--- src/rtl/crcfd_pkg.sv ---
// Shared types, constants and the CRC-32 byte update for the frame deframer.
`default_nettype none
package crcfd_pkg;

	localparam int HDR_BYTES       = 12;
	localparam int HDR_CNT_W       = 4;
	localparam int HDR_CRC_COVERED = 1 + 1 + 2 + 4;

	localparam logic [31:0] CRC_POLY = 32'hEDB8_8320;
	localparam logic [31:0] CRC_INIT = 32'hFFFF_FFFF;

	localparam int CFG_IDX_W = 2;

	typedef enum logic [CFG_IDX_W-1:0] {
		CFG_MAGIC_WORD  = 2'd0,
		CFG_EXP_VERSION = 2'd1,
		CFG_MAX_PAYLOAD = 2'd2
	} cfg_idx_t;

	typedef enum logic [1:0] {
		MODE_HUNT    = 2'd0,
		MODE_HEADER  = 2'd1,
		MODE_PAYLOAD = 2'd2
	} mode_t;

	typedef enum logic [2:0] {
		EV_BYTE      = 3'd0,
		EV_OK        = 3'd1,
		EV_CRC_ERR   = 3'd2,
		EV_OVERSIZE  = 3'd3,
		EV_VERSION   = 3'd4
	} event_t;

	typedef struct packed {
		logic [31:0] magic_word;
		logic [7:0]  exp_version;
		logic [15:0] max_payload;
	} cfg_t;

	typedef struct packed {
		logic        valid;
		event_t      ev;
		logic [7:0]  value;
		logic [15:0] index;
		logic [7:0]  flags;
		logic [15:0] command;
		logic [31:0] length;
	} result_t;

	// reflected CRC-32, one byte
	function automatic logic [31:0] crc_byte(input logic [31:0] crc_in, input logic [7:0] b);
		logic [31:0] c;
		c = crc_in ^ {24'd0, b};
		for (int k = 0; k < 8; k++) begin
			if (c[0])
				c = (c >> 1) ^ CRC_POLY;
			else
				c = c >> 1;
		end
		return c;
	endfunction

endpackage
`default_nettype wire

--- src/rtl/crcfd_parser.sv ---
// Frame parser: magic hunt, header capture, CRC tracking and verdict per byte.
`default_nettype none
module crcfd_parser (
	input  wire                 clk,
	input  wire                 arst_n,
	input  wire                 fire,
	input  wire  [7:0]          data_byte,
	input  crcfd_pkg::cfg_t     cfg,
	output crcfd_pkg::result_t  res
);
	import crcfd_pkg::*;

	mode_t                mode_q, mode_d;
	logic [31:0]          magic_q, magic_d;
	logic [HDR_CNT_W-1:0] hcnt_q, hcnt_d;
	logic [31:0]          crc_q, crc_d;
	logic [31:0]          pcnt_q, pcnt_d;

	// header store, no reset: always written before it is read
	logic [7:0]  version_q;
	logic [7:0]  flags_q;
	logic [15:0] cmd_q;
	logic [31:0] len_q;
	logic [31:0] crc_exp_q;

	logic [31:0] crc_upd;
	logic [31:0] crc_exp_full;
	logic [31:0] pcnt_inc;
	logic        fits;
	logic        hdr_last;

	assign crc_upd      = crc_byte(crc_q, data_byte);
	assign crc_exp_full = {data_byte, crc_exp_q[23:0]};
	assign pcnt_inc     = pcnt_q + 32'd1;
	assign fits         = len_q <= {16'd0, cfg.max_payload};
	assign hdr_last     = hcnt_q == HDR_CNT_W'(HDR_BYTES - 1);

	always_comb begin
		mode_d        = mode_q;
		magic_d       = magic_q;
		hcnt_d        = hcnt_q;
		crc_d         = crc_q;
		pcnt_d        = pcnt_q;
		res.valid     = 1'b0;
		res.ev        = EV_BYTE;
		res.value     = 8'd0;
		res.index     = 16'd0;
		res.flags     = flags_q;
		res.command   = cmd_q;
		res.length    = len_q;
		case (mode_q)
			MODE_HUNT: begin
				magic_d = {data_byte, magic_q[31:8]};
				if (magic_d == cfg.magic_word) begin
					mode_d = MODE_HEADER;
					hcnt_d = '0;
				end
			end
			MODE_HEADER: begin
				hcnt_d = hcnt_q + HDR_CNT_W'(1);
				if (hcnt_q == '0)
					crc_d = crc_byte(CRC_INIT, data_byte);
				else if (hcnt_q < HDR_CNT_W'(HDR_CRC_COVERED))
					crc_d = crc_upd;
				if (hdr_last) begin
					hcnt_d = '0;
					pcnt_d = '0;
					if (version_q != cfg.exp_version) begin
						mode_d    = MODE_HUNT;
						res.valid = 1'b1;
						res.ev    = EV_VERSION;
					end else if (len_q == 32'd0) begin
						mode_d    = MODE_HUNT;
						magic_d   = '0;
						res.valid = 1'b1;
						res.ev    = ((crc_q ^ CRC_INIT) == crc_exp_full) ? EV_OK : EV_CRC_ERR;
					end else begin
						mode_d = MODE_PAYLOAD;
					end
				end
			end
			MODE_PAYLOAD: begin
				pcnt_d = pcnt_inc;
				crc_d  = crc_upd;
				if (pcnt_inc == len_q) begin
					mode_d    = MODE_HUNT;
					magic_d   = '0;
					res.valid = 1'b1;
					if ((crc_upd ^ CRC_INIT) != crc_exp_q)
						res.ev = EV_CRC_ERR;
					else if (!fits)
						res.ev = EV_OVERSIZE;
					else
						res.ev = EV_OK;
				end else if (fits) begin
					res.valid = 1'b1;
					res.ev    = EV_BYTE;
					res.value = data_byte;
					res.index = pcnt_q[15:0];
				end
			end
			default: begin
				mode_d = MODE_HUNT;
			end
		endcase
	end

	always_ff @(posedge clk or negedge arst_n) begin
		if (!arst_n) begin
			mode_q  <= MODE_HUNT;
			magic_q <= '0;
			hcnt_q  <= '0;
			crc_q   <= '0;
			pcnt_q  <= '0;
		end else if (fire) begin
			mode_q  <= mode_d;
			magic_q <= magic_d;
			hcnt_q  <= hcnt_d;
			crc_q   <= crc_d;
			pcnt_q  <= pcnt_d;
		end
	end

	always_ff @(posedge clk) begin
		if (fire && mode_q == MODE_HEADER) begin
			case (hcnt_q)
				4'd0:    version_q        <= data_byte;
				4'd1:    flags_q          <= data_byte;
				4'd2:    cmd_q[7:0]       <= data_byte;
				4'd3:    cmd_q[15:8]      <= data_byte;
				4'd4:    len_q[7:0]       <= data_byte;
				4'd5:    len_q[15:8]      <= data_byte;
				4'd6:    len_q[23:16]     <= data_byte;
				4'd7:    len_q[31:24]     <= data_byte;
				4'd8:    crc_exp_q[7:0]   <= data_byte;
				4'd9:    crc_exp_q[15:8]  <= data_byte;
				4'd10:   crc_exp_q[23:16] <= data_byte;
				4'd11:   crc_exp_q[31:24] <= data_byte;
				default: ;
			endcase
		end
	end

endmodule
`default_nettype wire

--- src/rtl/crc_checked_frame_deframer.sv ---
// Top level of the CRC-checked frame deframer: config registers and pipeline.
//
// Input channel: one received byte per beat (in_valid / in_stall / data_byte).
// Output channel: at most one event per input byte (out_valid / out_stall):
// a payload byte with its index, or a frame verdict (ok, CRC error, oversize,
// version drop), always with the header flags, command and length.
// Config: cfg_we writes cfg_data to register cfg_index (0 magic word,
// 1 expected version, 2 max payload) at a rising edge; write only when idle.
// Pipeline: input register (s1), then one pass of parse and CRC-32 byte update
// into the output register (s2). A result is registered into s2 when its byte
// leaves s1; throughput is one byte per cycle while the receiver does not stall,
// set by the bytewise CRC update and the single parser state register.
// While the receiver stalls, the output register holds its event and one more
// byte may still be taken into the input register; further bytes are stalled.
// Reset clears parser state, the pipeline valids and the config registers to
// magic word 0, version 1, max payload 1024; the block hunts for magic.
`default_nettype none
module crc_checked_frame_deframer (
	input  wire         clk,
	input  wire         arst_n,
	input  wire         cfg_we,
	input  wire  [1:0]  cfg_index,
	input  wire  [31:0] cfg_data,
	input  wire         in_valid,
	output logic        in_stall,
	input  wire  [7:0]  data_byte,
	output logic        out_valid,
	input  wire         out_stall,
	output logic [2:0]  event_res,
	output logic [7:0]  byte_value,
	output logic [15:0] byte_index,
	output logic [7:0]  frame_flags,
	output logic [15:0] frame_command,
	output logic [31:0] frame_length
);
	import crcfd_pkg::*;

	cfg_t    cfg_q;
	logic    v_s1;
	logic [7:0] byte_s1;
	logic    advance;
	logic    fire;
	result_t res;
	result_t res_s2;

	always_ff @(posedge clk or negedge arst_n) begin
		if (!arst_n) begin
			cfg_q.magic_word  <= 32'd0;
			cfg_q.exp_version <= 8'd1;
			cfg_q.max_payload <= 16'd1024;
		end else if (cfg_we) begin
			case (cfg_idx_t'(cfg_index))
				CFG_MAGIC_WORD:  cfg_q.magic_word  <= cfg_data;
				CFG_EXP_VERSION: cfg_q.exp_version <= cfg_data[7:0];
				CFG_MAX_PAYLOAD: cfg_q.max_payload <= cfg_data[15:0];
				default: ;
			endcase
		end
	end

	assign advance  = !res_s2.valid || !out_stall;
	assign in_stall = v_s1 && !advance;
	assign fire     = v_s1 && advance;

	always_ff @(posedge clk or negedge arst_n) begin
		if (!arst_n)
			v_s1 <= 1'b0;
		else if (!in_stall)
			v_s1 <= in_valid;
	end

	always_ff @(posedge clk) begin
		if (in_valid && !in_stall)
			byte_s1 <= data_byte;
	end

	crcfd_parser u_parser (
		.clk       (clk),
		.arst_n    (arst_n),
		.fire      (fire),
		.data_byte (byte_s1),
		.cfg       (cfg_q),
		.res       (res)
	);

	always_ff @(posedge clk or negedge arst_n) begin
		if (!arst_n) begin
			res_s2 <= '0;
		end else begin
			if (advance)
				res_s2.valid <= fire && res.valid;
			if (fire && res.valid) begin
				res_s2.ev      <= res.ev;
				res_s2.value   <= res.value;
				res_s2.index   <= res.index;
				res_s2.flags   <= res.flags;
				res_s2.command <= res.command;
				res_s2.length  <= res.length;
			end
		end
	end

	assign out_valid     = res_s2.valid;
	assign event_res     = res_s2.ev;
	assign byte_value    = res_s2.value;
	assign byte_index    = res_s2.index;
	assign frame_flags   = res_s2.flags;
	assign frame_command = res_s2.command;
	assign frame_length  = res_s2.length;

endmodule
`default_nettype wire
--- config.mk ---
export PLATFORM = sky130hd
export DESIGN_NAME = crc_checked_frame_deframer
export DESIGN_NICKNAME = d
export VERILOG_FILES = /design/src/rtl/crcfd_pkg.sv /design/src/rtl/crcfd_parser.sv /design/src/rtl/crc_checked_frame_deframer.sv
export SDC_FILE = /design/constraint.sdc
export NUM_CORES = 1
export LEC_CHECK = 0
export BUFFER_PORTS_ARGS = -buffer_cell sky130_fd_sc_hd__buf_2
export CAP_MARGIN = 10
export CORE_ASPECT_RATIO = 1.5
export CORE_MARGIN = 5
export CORE_UTILIZATION = 35
export CTS_BUF_LIST = sky130_fd_sc_hd__clkbuf_16
export DETAILED_ROUTE_END_ITERATION = 10
export PLACE_DENSITY = 0.61
export SKIP_LAST_GASP = 1
export SYNTH_ARGS = -nofsm -noshare
export SYNTH_HDL_FRONTEND = slang
export SYNTH_SLANG_ARGS = --single-unit
--- constraint.sdc ---
create_clock -name clk -period 3.8 [get_ports clk]
set_input_delay 0.76 -clock clk [delete_from_list [all_inputs] [get_ports clk]]
set_output_delay 0.76 -clock clk [all_outputs]
set_load 0.02 [all_outputs]
* Word level (Yosys, flattened, before mapping)
Cells that the tools add are included.
** Cells by class
- Equality and inequality tests :: 26
- Bitwise gates (word level) :: 20
- Magnitude comparators :: 2
- Reductions and logical operators :: 37
- $add $sub $neg :: 2
- Muxes and demuxes :: 60
** Operators by type and width (count)
- 2-to-1 mux 32 bit :: 37
- NOT 13 -> 14 bit :: 16
- one-hot mux 32 bit (2 select lines) :: 2
- equality test 32 bit :: 3
- one-hot mux 32 bit (3 select lines) :: 1
- NOT 32 bit :: 2
- 2-to-1 mux 24 bit :: 2
- adder 32 x 1 -> 32 bit, second input constant :: 1
- <= comparator 32 x 16 -> 1 bit :: 1
- zero test 32 bit :: 1
- inequality test 32 bit :: 1
- NOT 8 -> 32 bit :: 1
- bitwise XOR 32 x 8 -> 32 bit :: 1
- AND reduction 2 bit :: 15
- 2-to-1 mux 28 bit :: 1
- 2-to-1 mux 4 bit :: 6
- equality test 4 x 3 -> 1 bit, second input constant :: 4
- equality test 4 bit, second input constant :: 4
- one-hot mux 4 bit (2 select lines) :: 2
- 2-to-1 mux 2 bit :: 7
- AND reduction 3 bit :: 3
- equality test 4 x 2 -> 1 bit, second input constant :: 2
- inequality test 2 x 1 -> 1 bit, second input constant :: 4
- inequality test 8 bit :: 1
- other kinds (18) :: 29
** Storage, ports and cells
- Register bits :: 347
- Output and inout bits :: 85
- Word-level logic and storage cells :: 176

* Logic depth before layout (Yosys ltp)
- Depth after elaboration :: 33
- Mapped depth :: 13

* Modules after synthesis
Synthesis repeated with hierarchy kept, for this count alone.
** Second synthesis, totals
- Cell total of the unflattened synthesis :: 1533
- Area, all modules :: 18111.1 um^2
** Modules (own cells, without submodules)
- crcfd_parser :: times used 1, cells each 1220, area each 12554.5 um^2
- crc_checked_frame_deframer :: times used 1, cells each 313, area each 5556.6 um^2

* Least setup slack after synthesis
No wires, ideal clock.
- Path type :: register -> register
- From :: register u_parser.pcnt_q[0]
- To :: register u_parser.magic_q[12]
- Clock period less this slack :: 3.792 ns
- Slack :: 0.008 ns
- Cell stages (with the launch flop) :: 12
- Arrival :: 3.667 ns
- Path buffers :: 1
- Path through :: dfrtp_1 > ha_1 > nand4_1 > nor4_1 > xnor2_1 > o21ai_0 > or4b_1 > nor4_1 > nand4_1 > a211oi_2 > buf_2 > mux2_2
** On the way
- Word-level cells in the longest chain between the ends :: 4
** RTL lines
- from (decl) :: RTL line crcfd_parser.sv:17 : logic [31:0] pcnt_q, pcnt_d;
- from (signal assigned) :: RTL line crcfd_parser.sv:120 : pcnt_q <= pcnt_d;
- adder 32 x 1 -> 32 bit :: RTL line crcfd_parser.sv:34 : assign pcnt_inc = pcnt_q + 32'd1;
- equality test 32 bit :: RTL line crcfd_parser.sv:85 : if (pcnt_inc == len_q) begin
- inequality test 2 x 1 -> 1 bit (no source line)
- AND reduction 6 bit (no source line)
- to (signal assigned) :: RTL line crcfd_parser.sv:117 : magic_q <= magic_d;
- to (decl) :: RTL line crcfd_parser.sv:14 : logic [31:0] magic_q, magic_d;
Every way passes these cells.
A chain may end at the register's enable or synchronous reset.

* Worst setup path in the final report
- From :: register byte_s1[0]
- To :: register res_s2 (netlist bit event_res[1])
** On the way
- Word-level cells in the longest chain between the ends :: 19
- Elaborated cells between the ends (all ways) :: 26
- Those cells by class :: eq/ne: 2; mux: 15; bitwise: 9
** RTL lines
- from (decl) :: RTL line crc_checked_frame_deframer.sv:40 : logic [7:0] byte_s1;
- from (signal assigned) :: RTL line crc_checked_frame_deframer.sv:74 : byte_s1 <= data_byte;
- bitwise XOR 32 x 8 -> 32 bit :: RTL line crcfd_pkg.sv:53 : c = crc_in ^ {24'd0, b};
- 2-to-1 mux 32 bit :: RTL line crcfd_pkg.sv:55 : if (c[0])
- 2-to-1 mux 32 bit or NOT 13 -> 14 bit (tied branches)
- NOT 13 -> 14 bit (no source line) or 2-to-1 mux 32 bit (tied branches)
- 2-to-1 mux 32 bit or NOT 13 -> 14 bit (tied branches)
- NOT 13 -> 14 bit (no source line) or 2-to-1 mux 32 bit (tied branches)
- 2-to-1 mux 32 bit :: RTL line crcfd_pkg.sv:55
- 2-to-1 mux 32 bit or NOT 13 -> 14 bit (tied branches)
- [3 not listed]
- 2-to-1 mux 32 bit :: RTL line crcfd_pkg.sv:55
- NOT 13 -> 14 bit (no source line)
- 2-to-1 mux 32 bit :: RTL line crcfd_pkg.sv:55
- NOT 32 bit (no source line)
- inequality test 32 bit :: RTL line crcfd_parser.sv:89 : if ((crc_upd ^ CRC_INIT) != crc_exp_q)
- 2-to-1 mux 3 bit :: RTL line crcfd_parser.sv:89
- 2-to-1 mux 4 bit :: RTL line crcfd_parser.sv:85
- one-hot mux 4 bit (2 select lines) (*) :: RTL line crcfd_parser.sv:51 : case (mode_q)
- to (decl) :: RTL line crc_checked_frame_deframer.sv:44 : result_t res_s2;
Mark *: on every way between the ends. The rest lies on a longest branch, timed or not.

==> out/metrics.csv <==
stage,metric,value,unit
outcome,status,completed,
worst_setup_path,CP Class,flip-flop to flip-flop,
clock_tree,CTS root buffer,clkbuf_16,
synth,library cells used by synthesis,64,
worst_setup_path,Worst Path Arrival,4.13,ns
clock_tree,total CTS buffers,35,
global_routing,"Remaining Overflow, GRT",0,
detailed_routing,via/cell ratio,5.265,
worst_setup_path,critical path required time,4.21,ns
synth,number of flops mapped to enable cells by yosys,104,
power_and_ir_drop,Pint,8.887,mW
synth,Mapped Avg Cell Area,11.68,um2
floorplan,row cnt,101,
synth,post-synthesis sequential area ratio,0.5073,
power_and_ir_drop,Clk pwr share,0.252,
power_and_ir_drop,maximum VDD drop,0.4122,mV
detailed_routing,number of remaining DRC errors,0,
clock_tree,CTS tree,built,
detailed_routing,routed via count,12810,
place,HPWL Detailed,41550,um
power_and_ir_drop,sw frac,0.3536,
detailed_routing,Routed Antenna Nets,0,
floorplan,Die Y,285.8,um
detailed_routing,Iter 0 DRT Violations,795,
finish,fin util,0.4211,
power_and_ir_drop,Seq pwr share,0.329,
detailed_routing,routed length per placed instance,22.90,um
sta,Min Hold Slack,0.1843,ns
place,placed cells,2363,
detailed_routing,final wirelength,55680,um
clock_tree,Sink Count,339,
detailed_routing,DRT Pass-1 Iters,5,
sta,Tcrit/Tclk final,0.9794,
synth,ys async rst share,0.6932,
sta,Slew @ Worst Pin,0.9155,ns
sta,Max-slew headroom,0.3890,
synth,Post-synth top flop,dfrtp_1,
synth,Mapped Area,17750,um2
clock_tree,Max Buffers Root-to-Sink,3,
sta,Final setup viols,0,
detailed_routing,top layer reached by signal wires,met4,
clock_tree,Worst-path clk slew,0.07,ns
detailed_routing,met2 WL,30550,um
clock_tree,cts hold-fix bufs,0,
synth,Yosys reg bits,339,
finish,share of cells above drive strength 1,0.2734,
place,pre-CTS setup slack,-0.02544,ns
synth,Yosys top cell area share,0.3284,
global_routing,GR Util All Layers,0.1957,
synth,cell count after synthesis,1520,
synth,synth top area cells,"dfrtp_1 (33%), edfxtp_1 (18%), xnor2_1 (7.9%)",
power_and_ir_drop,Logic pwr share,0.420,
detailed_routing,met1 wire length,20390,um
clock_tree,H-tree depth,2,
sta,setup_tns,0,ns
global_routing,antenna violations before repair,0,
power_and_ir_drop,PD cells,647.5,nW/um2
finish,diode count,0,
sta,fmax,268.7,MHz
power_and_ir_drop,P_leak,9.214,nW
synth,syn_nets,1592,
sta,Final Hold Fails,0,
finish,Total Nets Final,1808,
sta,max-slew violation count,0,
synth,post-synth top area cell,dfrtp_1,
global_routing,largest net degree at the start of global routing,96,
global_routing,vias in the first global route,13350,
job,maxcap violations,0,
place,IO Port Bufs,131,
worst_setup_path,Worst setup EP type,flip-flop,
finish,"commonest non-fill, non-tap cell in the layout",dfrtp_1,
clock_tree,"Clk Latency, worst-skew pair",0.55,ns
synth,YS warnings,0,
sta,Worst Skew,0.02822,ns
floorplan,initial core utilization,0.3521,
finish,area grow syn2layout,19.59,%
finish,fin cells,2432,
detailed_routing,met3 WL,1785,um
floorplan,Die X,193.9,um
power_and_ir_drop,P_sw,4.862,mW
worst_setup_path,crit-path max FO,6,
global_routing,first-pass GRT wire length,83880,um
floorplan,Die Footprint,55420,um2
place,gpl congestion,0.9873,
floorplan,I/O pin count,132,
sta,slack of the critical path,0.07833,ns
sta,fin crit period,3.722,ns
worst_setup_path,CP Launch Type,flip-flop,
floorplan,Core ar.,50420,um2
hold_path,worst hold path type,input pin to async pin,
finish,"commonest non-fill, non-tap cells in the layout","dfrtp_1 (231), xnor2_1 (161), buf_2 (130)",
[final cells by class]
| class | instances | area, um2 |
|---|---|---|
| Multi-Input combinational cell | 1058 | 8343 |
| Clock inverter | 27 | 219.0 |
| Fill cell | 4774 | 29190 |
| Sequential cell | 339 | 9009 |
| Tap cell | 669 | 837.1 |
| Timing Repair Buffer | 264 | 1757 |
| Clock buffer | 37 | 925.9 |
| Inverter | 38 | 142.6 |
[cell families after synthesis]
logic type,synth area share
adders and majority gates,0.01762
buffers and inverters,0.02939
and+or+nand+nor,0.1137
AOI/OAI and AO/OA,0.08513
muxes,0.09789
xor gates and xnor gates,0.1490
DFF,0.5073
[sequential cells by signal (all words and copies together), names as in the netlist, 24 cells and up]
signal              count
u_parser.magic_q       24
cfg_q                  56
u_parser.crc_exp_q     32
u_parser.crc_q         32
u_parser.pcnt_q        32
u_parser.len_q         32
frame_length           32
[power by group through the flow]
stage               sequential, mW  combinational, mW  clock [mW]
finish                        4.52               5.77        3.46
global route                  4.55               6.26        3.67
CTS                           4.51               5.77        3.54
detailed placement            4.58               5.72           0
global placement              4.56               5.68           0
floorplan                     4.39               4.36           0
[stage by stage]
stage | power (mW) | instance area (um2)
3_3_place_gp | 10.24 | 19960
5_1_grt | 14.48 | 21230
6_report | 13.75 | 21230
2_1_floorplan | 8.744 | 17750
4_1_cts | 13.82 | 21110
3_5_place_dp | 10.29 | 19960
[critical path, cell delays in order, from the launching register on]
cell       delay, ns
edfxtp_1        0.51
xnor2_1         0.37
xnor3_1         0.49
xnor2_1         0.17
nor4_1          0.54
nand4_1         0.25
a2111oi_0       0.58
buf_4           0.23
nand4_1         0.10
a31oi_1         0.21
mux2i_1         0.13
[final timing paths]
| check | from | to | slack, ns | cells after the start |
|---|---|---|---|---|
| setup / recovery | byte_s1[0] | event_res[1] | 0.08 | 10 |
| hold / removal | arst_n | byte_index[6] | 0.18 | 1 |
| setup reg to reg | byte_s1[0] | event_res[1] | 0.08 | 10 |
| hold reg to reg | u_parser.cmd_q[12] | frame_command[12] | 0.48 | 1 |
| max in group asynchronous | arst_n | u_parser.magic_q[8] | 2.66 | 2 |
| min in group clk | data_byte[0] | byte_s1[0] | 0.39 | 1 |
[synth_stat cells (15+ instances only)]
cell type,instances
mux2_2,105
inv_1,38
o31ai_1,18
nand3_1,36
mux2_4,33
xnor3_1,18
xor2_1,84
clkbuf_1,56
ha_1,25
nand2_1,88
o21ai_0,87
a22o_1,24
buf_2,18
a21oi_1,38
nand4_1,32
edfxtp_1,104
nor2_1,78
xnor2_1,161
nor3_1,15
dfrtp_1,233
nor2b_1,33
nor4_1,42
[timing repair]
| action | 4_1_cts | 5_1_grt |
|---|---|---|
| setup buffers | 0 | 4 |
| pin swaps | 1 | 5 |
| gates cloned | 0 | 1 |
| setup endpoints to repair | 24 | 108 |
| resized for setup | 1 | 13 |
[layer usage]
layer	vias to the layer above	GRT usage
li1	5863	-
met1	6434	0.2113
met2	372	0.3779
met3	136	0.02074
met4	0	0.09462
met5	-	0
Power figures use the tool's default switching activity.
